### src/rtl/core/mtef_pkg.sv
package mtef_pkg;

  // Matrix geometry
  localparam int unsigned LEVELS       = 3;
  localparam int unsigned SPLIT_LEVELS = LEVELS - 1;   // digits found by division
  localparam int unsigned SIZE_W       = 9;
  localparam int unsigned DIG_W        = 8;            // one level digit, below 256
  localparam int unsigned SH_W         = $clog2(DIG_W);
  localparam int unsigned STRIDE_W     = 2 * SIZE_W - 1;
  localparam int unsigned IDX_W        = 24;
  localparam int unsigned DIV_W        = IDX_W + 1;
  localparam int unsigned NSTEP        = SPLIT_LEVELS * DIG_W;
  localparam int unsigned CNT_W        = 2;

  // Coefficient store
  localparam int unsigned COEF_DEPTH = 1024;
  localparam int unsigned ADDR_W     = $clog2(COEF_DEPTH);
  localparam int unsigned WORD_W     = 32;

  // Configuration port
  localparam int unsigned CFG_IDX_W  = 3;
  localparam int unsigned CFG_DATA_W = SIZE_W;

  typedef enum logic {
    OP_LOAD = 1'b0,
    OP_READ = 1'b1
  } op_e;

  typedef enum logic [CFG_IDX_W-1:0] {
    REG_LEVEL_COUNT = 3'd0,
    REG_SIZE_0      = 3'd1,
    REG_SIZE_1      = 3'd2,
    REG_SIZE_2      = 3'd3,
    REG_BAND_0      = 3'd4,
    REG_BAND_1      = 3'd5,
    REG_BAND_2      = 3'd6
  } cfg_reg_e;

  // Level set-up, right aligned: slot LEVELS-1 is the innermost level in use,
  // unused outer slots read as size 1, band 1.
  typedef struct packed {
    logic [LEVELS-1:0][SIZE_W-1:0] size;
    logic [LEVELS-1:0][SIZE_W-1:0] band;
    logic [STRIDE_W-1:0]           stride0;   // product of the two inner sizes
  } lvl_cfg_t;

  typedef struct packed {
    op_e               op;
    logic [ADDR_W-1:0] idx;
    logic [WORD_W-1:0] word;
    logic [IDX_W-1:0]  row;
    logic [IDX_W-1:0]  col;
  } item_t;

  // Divider pipeline payload
  typedef struct packed {
    op_e                                 op;
    logic [ADDR_W-1:0]                   idx;
    logic [WORD_W-1:0]                   word;
    logic [IDX_W-1:0]                    rem_r;
    logic [IDX_W-1:0]                    rem_c;
    logic [SPLIT_LEVELS-1:0][DIG_W-1:0]  q_r;
    logic [SPLIT_LEVELS-1:0][DIG_W-1:0]  q_c;
    logic                                err;
  } div_t;

endpackage

### src/rtl/core/mtef_digit_split.sv
module mtef_digit_split (
  input  logic               clk_i,
  input  logic               rst_ni,
  input  mtef_pkg::lvl_cfg_t cfg_i,
  input  logic               in_valid_i,
  input  mtef_pkg::item_t    in_item_i,
  output logic               in_take_o,
  output logic               out_valid_o,
  output mtef_pkg::div_t     out_item_o,
  input  logic               out_take_i
);

  // One restoring division step on row and column; flags the index error
  // on the first step (quotient too wide) and on the first middle step
  // (outer digit not below the outer size).
  function automatic mtef_pkg::div_t div_step(
    input mtef_pkg::div_t                     s,
    input mtef_pkg::lvl_cfg_t                 c,
    input logic                               lvl,
    input logic [mtef_pkg::SH_W-1:0]          sh,
    input logic                               first,
    input logic                               mid
  );
    mtef_pkg::div_t                  o;
    logic [mtef_pkg::DIV_W-1:0]      dvs;
    logic [mtef_pkg::DIV_W-1:0]      lim;
    o   = s;
    dvs = (lvl ? mtef_pkg::DIV_W'(c.size[mtef_pkg::LEVELS-1])
               : mtef_pkg::DIV_W'(c.stride0)) << sh;
    lim = mtef_pkg::DIV_W'(c.stride0) << mtef_pkg::DIG_W;
    if (first) begin
      o.err = ({1'b0, s.rem_r} >= lim) || ({1'b0, s.rem_c} >= lim);
    end
    if (mid) begin
      o.err = s.err
           || (mtef_pkg::SIZE_W'(s.q_r[0]) >= c.size[0])
           || (mtef_pkg::SIZE_W'(s.q_c[0]) >= c.size[0]);
    end
    if ({1'b0, s.rem_r} >= dvs) begin
      o.rem_r          = s.rem_r - dvs[mtef_pkg::IDX_W-1:0];
      o.q_r[lvl][sh]   = 1'b1;
    end
    if ({1'b0, s.rem_c} >= dvs) begin
      o.rem_c          = s.rem_c - dvs[mtef_pkg::IDX_W-1:0];
      o.q_c[lvl][sh]   = 1'b1;
    end
    return o;
  endfunction

  logic [mtef_pkg::NSTEP:0] v_q;
  logic [mtef_pkg::NSTEP:0] take;
  mtef_pkg::div_t           div_q  [0:mtef_pkg::NSTEP];
  mtef_pkg::div_t           step_d [1:mtef_pkg::NSTEP];

  // Stage take chain: a stage moves when it is empty or its successor moves
  always_comb begin
    take[mtef_pkg::NSTEP] = !v_q[mtef_pkg::NSTEP] || out_take_i;
    for (int k = mtef_pkg::NSTEP - 1; k >= 0; k--) begin
      take[k] = !v_q[k] || take[k+1];
    end
  end

  // One quotient bit per stage, outer digit first, MSB first
  for (genvar j = 1; j <= mtef_pkg::NSTEP; j++) begin : g_step
    localparam int unsigned LVL = (j - 1) / mtef_pkg::DIG_W;
    localparam int unsigned SH  = mtef_pkg::DIG_W - 1 - (j - 1) % mtef_pkg::DIG_W;
    assign step_d[j] = div_step(div_q[j-1], cfg_i, 1'(LVL), mtef_pkg::SH_W'(SH),
                                j == 1, j == mtef_pkg::DIG_W + 1);
  end

  // Valid bits
  always_ff @(posedge clk_i or negedge rst_ni) begin
    if (!rst_ni) begin
      v_q <= '0;
    end else begin
      if (take[0]) begin
        v_q[0] <= in_valid_i;
      end
      for (int k = 1; k <= mtef_pkg::NSTEP; k++) begin
        if (take[k]) begin
          v_q[k] <= v_q[k-1];
        end
      end
    end
  end

  // Payload
  always_ff @(posedge clk_i) begin
    if (take[0]) begin
      div_q[0].op    <= in_item_i.op;
      div_q[0].idx   <= in_item_i.idx;
      div_q[0].word  <= in_item_i.word;
      div_q[0].rem_r <= in_item_i.row;
      div_q[0].rem_c <= in_item_i.col;
      div_q[0].q_r   <= '0;
      div_q[0].q_c   <= '0;
      div_q[0].err   <= 1'b0;
    end
    for (int k = 1; k <= mtef_pkg::NSTEP; k++) begin
      if (take[k]) begin
        div_q[k] <= step_d[k];
      end
    end
  end

  assign in_take_o   = take[0];
  assign out_valid_o = v_q[mtef_pkg::NSTEP];
  assign out_item_o  = div_q[mtef_pkg::NSTEP];

endmodule

### config.mk
export PLATFORM = sky130hd
export DESIGN_NAME = mtef_digit_split
export DESIGN_NICKNAME = d
export VERILOG_FILES = /design/src/rtl/core/mtef_pkg.sv /design/src/rtl/core/mtef_digit_split.sv
export SDC_FILE = /design/constraint.sdc
export NUM_CORES = 2
export LEC_CHECK = 0
export ABC_AREA = 1
export BUFFER_PORTS_ARGS = -buffer_cell sky130_fd_sc_hd__buf_2
export CORE_ASPECT_RATIO = 0.8
export CORE_UTILIZATION = 55
export DETAILED_ROUTE_END_ITERATION = 8
export GPL_TIMING_DRIVEN = 0
export PLACE_DENSITY = 0.72
export SLEW_MARGIN = 25
export SYNTH_ARGS = -nofsm -noshare
export SYNTH_HDL_FRONTEND = slang
export SYNTH_SLANG_ARGS = --single-unit
export TNS_END_PERCENT = 100
### constraint.sdc
create_clock -name clk_i -period 26.3 [get_ports clk_i]
set_input_delay 3.945 -clock clk_i [delete_from_list [all_inputs] [get_ports clk_i]]
set_output_delay 3.945 -clock clk_i [all_outputs]
set_load 0.02 [all_outputs]
# After elaboration in Yosys (flattened, before gate mapping)
# Memory sizes are Yosys's and may differ from the RTL's.
# Index checks and enable logic that the tools add are counted.
[classes] n_lt_le_gt_ge=36 muxes=98 addsub=32 reduce_logical=37
[op_table] cell="$mux 24" count=32
[op_table] cell="$mux 1" count=66
[op_table] cell="$ge 24x25->1" count=2
[op_table] cell="$ge 24x10->1" count=2
[op_table] cell="$ge 24x11->1" count=2
[op_table] cell="$ge 24x12->1" count=2
[op_table] cell="$ge 24x13->1" count=2
[op_table] cell="$ge 24x14->1" count=2
[op_table] cell="$ge 24x15->1" count=2
[op_table] cell="$ge 24x16->1" count=2
[op_table] cell="$ge 24x17->1" count=2
[op_table] cell="$ge 24x18->1" count=2
[op_table] cell="$ge 24x19->1" count=2
[op_table] cell="$ge 24x20->1" count=2
[op_table] cell="$ge 24x21->1" count=2
[op_table] cell="$ge 24x22->1" count=2
[op_table] cell="$ge 24x23->1" count=2
[op_table] cell="$ge 24x24->1" count=2
[op_table] cell="$ge 24x9->1" count=2
[op_table] cell="$sub 24x10->24" count=2
[op_table] cell="$sub 24x11->24" count=2
[op_table] cell="$sub 24x12->24" count=2
[op_table] cell="$sub 24x13->24" count=2
[op_table] cell="$sub 24x14->24" count=2
[op_table] cell="14 further kinds" count=61
[totals] n_memories=1 inputBits=166 elab_cells=221 mem_bits_rw=2108 reg_bits=17
[mem_list] name="div_q" words=17 word_bits=124 rd=17 rd_ports_with_merged_regs=0 wr=17 line="mtef_digit_split.sv:52" rtl="mtef_pkg::div_t div_q [0:mtef_pkg::NSTEP];"

# Logic depth before layout (Yosys ltp)
[logic_depth] ltp_word=20 ltp_mapped=18 mapped_depth_nobuf=17

# Worst setup path after synthesis
# OpenSTA, ideal clock, no wires.
[synth_timing] path_type="in2out" startpoint="in out_take_i" endpoint="out in_take_o" stages=10 path_buffers=0 t_required_ns=22.355 t_arrival_ns=15.503 setup_slack_ns=6.852 cell_sequence="inv_1 nand3_2 nor2_2 nand4_2 nor2_2 nand4_2 nor2_2 nand4_2 nor2_2 nand3_2"
[synth_between] elab_chain_cells=17
[synth_lines] item="from (decl)" line="mtef_digit_split.sv:10" rtl="input logic out_take_i"
[synth_lines] item="$logic_or 1x1->1" line="mtef_digit_split.sv:57" rtl="take[mtef_pkg::NSTEP] = !v_q[mtef_pkg::NSTEP] || out_take_i;"
[synth_lines] item="$logic_or 1x1->1" line="mtef_digit_split.sv:59" rtl="take[k] = !v_q[k] || take[k+1];"
[synth_lines] item="named net take (one bit)" line="mtef_digit_split.sv:51" rtl="logic [mtef_pkg::NSTEP:0] take;"
[synth_lines] item="$logic_or 1x1->1 (4 in a row)" line="mtef_digit_split.sv:59"
[synth_lines] item="named net take (one bit)" line="mtef_digit_split.sv:51"
[synth_lines] item="$logic_or 1x1->1 (4 in a row)" line="mtef_digit_split.sv:59"
[synth_lines] item="named net take (one bit)" line="mtef_digit_split.sv:51"
[synth_lines] item="$logic_or 1x1->1 (4 in a row)" line="mtef_digit_split.sv:59"
[synth_lines] item="named net take (one bit)" line="mtef_digit_split.sv:51"
[synth_lines] item="$logic_or 1x1->1 (3 in a row)" line="mtef_digit_split.sv:59"
[synth_lines] item="to (decl)" line="mtef_digit_split.sv:7" rtl="output logic in_take_o,"
# The timed path passes the listed nets, and every way through them passes these cells.

# Worst setup path in the final report
# Same ends and word-level chain as after synthesis.

==> results_dict.tcl <==
set metrics [dict create \
    critical_path_buf_inv_count 7 \
    outcome "finished, final reports clean" \
    power_frac_clock 0.214 \
    post_route_cells_drive_above_1_share 0.124 \
    postSynthRegisterBits 1852 \
    detailedRoute.firstIterationViolations 5112 \
    cts_setup_buffers 0 \
    die_height_um 366 \
    setup.worst_path.end_class "output port" \
    timing.critical_path.from_type "primary input" \
    ys_types 74 \
    crit_path_cell_trace "buf_2 -> inv_1 -> nand3_4 -> nor2_2 -> nand4_4 -> nor2_2 -> nand4_4 -> buf_12 -> nor2_2 -> nand4_4 -> buf_16 -> nor2_2 -> nand3_4 -> buf_16 -> buf_16 -> buf_2" \
    cp_top_family "simple AND/OR/NAND/NOR gates" \
    layout.cells.most_common_list "sky130_fd_sc_hd__edfxtp_1 (1835), sky130_fd_sc_hd__nand2_1 (1524), sky130_fd_sc_hd__nor2_1 (697)" \
    pwr-share-seq 0.431 \
    worst_slack_ns 13.20 \
    worst_path_most_repeated_cell "sky130_fd_sc_hd__nor2_2" \
    die_width_um 457 \
    vdd_drop_max_uv 72.5 \
    globalRouteOverflowTotal 0 \
    fin_skew_ns 0.0423 \
    syn_area_um2 91200 \
    r2r_start "v_q[16]" \
    maxClockFrequency_mhz 76.4 \
    origin_of_the_worst_min_delay_path "div_q[0][504]" \
    worst_r2r_path_depth 13 \
    routed_wl_mm 218 \
    numCtsBuffers 179 \
    share_of_total_power_in_combinational_logic 0.355 \
    worst_min_delay_path_category "reg2reg" \
    cap_viol_max_count 0 \
    std_cell_rows 133 \
    tritoncts "yes" \
    setup.worst_path.class "in2out" \
    report.final.setup_viol 0 \
    initial_antenna_violation_count 5 \
    total_switching_power_w 0.00450 \
    clock_tree.buffer_depth 3 \
    critical_path.max_fanout 49 \
    asyncSetResetFlopFracSynth 0.00918 \
    synthesis.instances 8087 \
    cts_hold_buf 0 \
    num_vias 60900 \
    final_hold_viol_count 0 \
    design.core.area_um2 164000 \
    clkSlewWorstSetupHoldPaths_ns 0.06 \
    wire_length_of_the_first_global_routing_pass_mm 335 \
    reg2reg_setup_slack_ns 20.74 \
    final_period_minus_worst_setup_slack_ns 13.10 \
    finalNetCount 9230 \
    dpl_worst_slack_ns 13.19 \
    placed_area_um2 96400 \
    power-per-cell-area_nw_per_um2 120 \
    static-leakage-power_nw 40.5 \
    largest_incremental_delay_on_the_critical_path_ns 0.58 \
    endpoint_of_the_worst_slack_reg_to_reg_timing_path "div_q[0][65]" \
    max_slew_margin 0.304 \
    timing.final.max_slew_violations 0 \
    first_global_vias 58500 \
    finalSetupTns_ns 0 \
    seq_area_frac_synth 0.609 \
    final_common_cell "sky130_fd_sc_hd__edfxtp_1" \
    synth-edff-count 1835 \
    critPathRequiredTime_ns 22.35 \
    holdPathEnd "div_q[0][628]" \
    critical_path_top_delay_cell "sky130_fd_sc_hd__nor2_2" \
    area_of_the_die_um2 167000 \
    swShare 0.367 \
    final_antenna_net_count 0 \
    syn_nets 8749 \
    grt_usage 0.259 \
    io_pins 292 \
    cts.sinks 1852 \
    cts_resized 0 \
    dr.pass1.iters 6 \
    via_per_inst 5.59 \
    post-route-cell-area_um2 102000 \
    grt_start_max_net_pins 87 \
    post-route-drc-count 0 \
    area_growth_pct 12.4 \
    worst_pin_slew_ns 1.04 \
    drt-wirelength-per-cell_um 20.0 \
    rsz0062_at_grt "no" \
    min_period_over_period 0.498 \
    critPathArrivalTime_ns 9.15 \
    globalplace.congestion 0.940 \
    htreeDepth 4 \
    clock-root-buffer "sky130_fd_sc_hd__clkbuf_16" \
    port-buffer-count 255 \
    yosysWarnings 0 \
    start_util 0.555 \
    dpl_hpwl_mm 161 \
    clock_insertion_delay_worst_skew_ns 0.82 \
    synthesis.area_per_instance_um2 11.3 \
    ys.flop_type "sky130_fd_sc_hd__edfxtp_1" \
    min_delay_path_depth 0 \
    cell_internal_pwr_w 0.00776 \
]
==> stage by stage <==
step,power (W),cells,hold WS (ns),utilization
2_1_floorplan,0.00827,8087,0.400,-
3_3_place_gp,0.00953,10500,0.400,0.579
3_5_place_dp,0.00960,10500,0.405,0.586
4_1_cts,0.0123,10900,0.394,0.623
5_1_grt,0.0130,10900,0.407,0.623
6_report,0.0123,10900,0.390,0.623
==> synth_stat cells, drive strengths merged (14+ instances only) <==
cell type,instances,area share
a21boi,20,0.0017
a21o,43,0.0035
a21oi,549,0.031
a31oi,39,0.0027
buf,198,0.016
dfrtp,17,0.0047
edfxtp,1835,0.60
fa,32,0.0070
ha,464,0.064
inv,672,0.028
nand2,1548,0.064
nand3,248,0.014
nand3b,26,0.0021
nand4,150,0.011
nor2,714,0.030
nor3,120,0.0068
nor4,68,0.0055
o2111ai,14,0.0016
o211ai,32,0.0027
o21a,23,0.0019
o21ai,617,0.037
o21bai,42,0.0036
or2,83,0.0057
xnor2,219,0.021
xor2,248,0.024
==> registers in the layout, summed over array words and instances, names as in the netlist <==
| register | flops |
|---|---|
| div_q | 1835 |
| v_q | 17 |
==> power groups by stage <==
stage	Sequential [W]	Clock (W)	Combinational (W)
after floorplan	0.00508	0	0.00318
after global placement	0.00537	0	0.00415
after detailed placement	0.00533	0	0.00428
after CTS	0.00528	0.00269	0.00430
after global routing	0.00537	0.00280	0.00483
final	0.00528	0.00263	0.00435
==> cells by family after synthesis <==
family / after synthesis / share of synthesized area
buf+inv: 877 / 0.0444
compound gates: 1425 / 0.0900
simple gates: 2969 / 0.141
flops: 1852 / 0.609
mux: 1 / 0.000123
xor+xnor: 467 / 0.0449
fa+ha+maj: 496 / 0.0707
==> area by class of cell <==
type                    instances  area (um^2)
repair buffers                300         2340
diodes                          7         17.5
plain buffers                 204         1510
multi-input cells            5358        31700
inverters                     673         2580
flip-flops and latches       1852        55500
clock buffers                 208         4660
fillers                     12900        61900
clock inverters               124         1460
well taps                    2160         2700
==> worst max-delay path by stage <==
| stage | to | slack (ns) | depth (start not counted) | start |
|---|---|---|---|---|
| finish | in_take_o | 13.20 | 16 | out_take_i |
| global route | in_take_o | 12.91 | 16 | out_take_i |
| CTS | in_take_o | 13.11 | 16 | out_take_i |
| detailed placement | in_take_o | 13.19 | 16 | out_take_i |
| global placement | in_take_o | -1.14 | 12 | out_take_i |
| floorplan | in_take_o | 6.85 | 10 | out_take_i |
==> per-layer routing <==
layer	global-route usage	vias up	share of wire
met2	0.407	1867	0.45
li1	-	29600	-
met1	0.375	29100	0.46
met4	0.0756	2	0.030
met3	0.0387	353	0.061
met5	0	-	0.000041
Power figures use the tool's default switching activity.
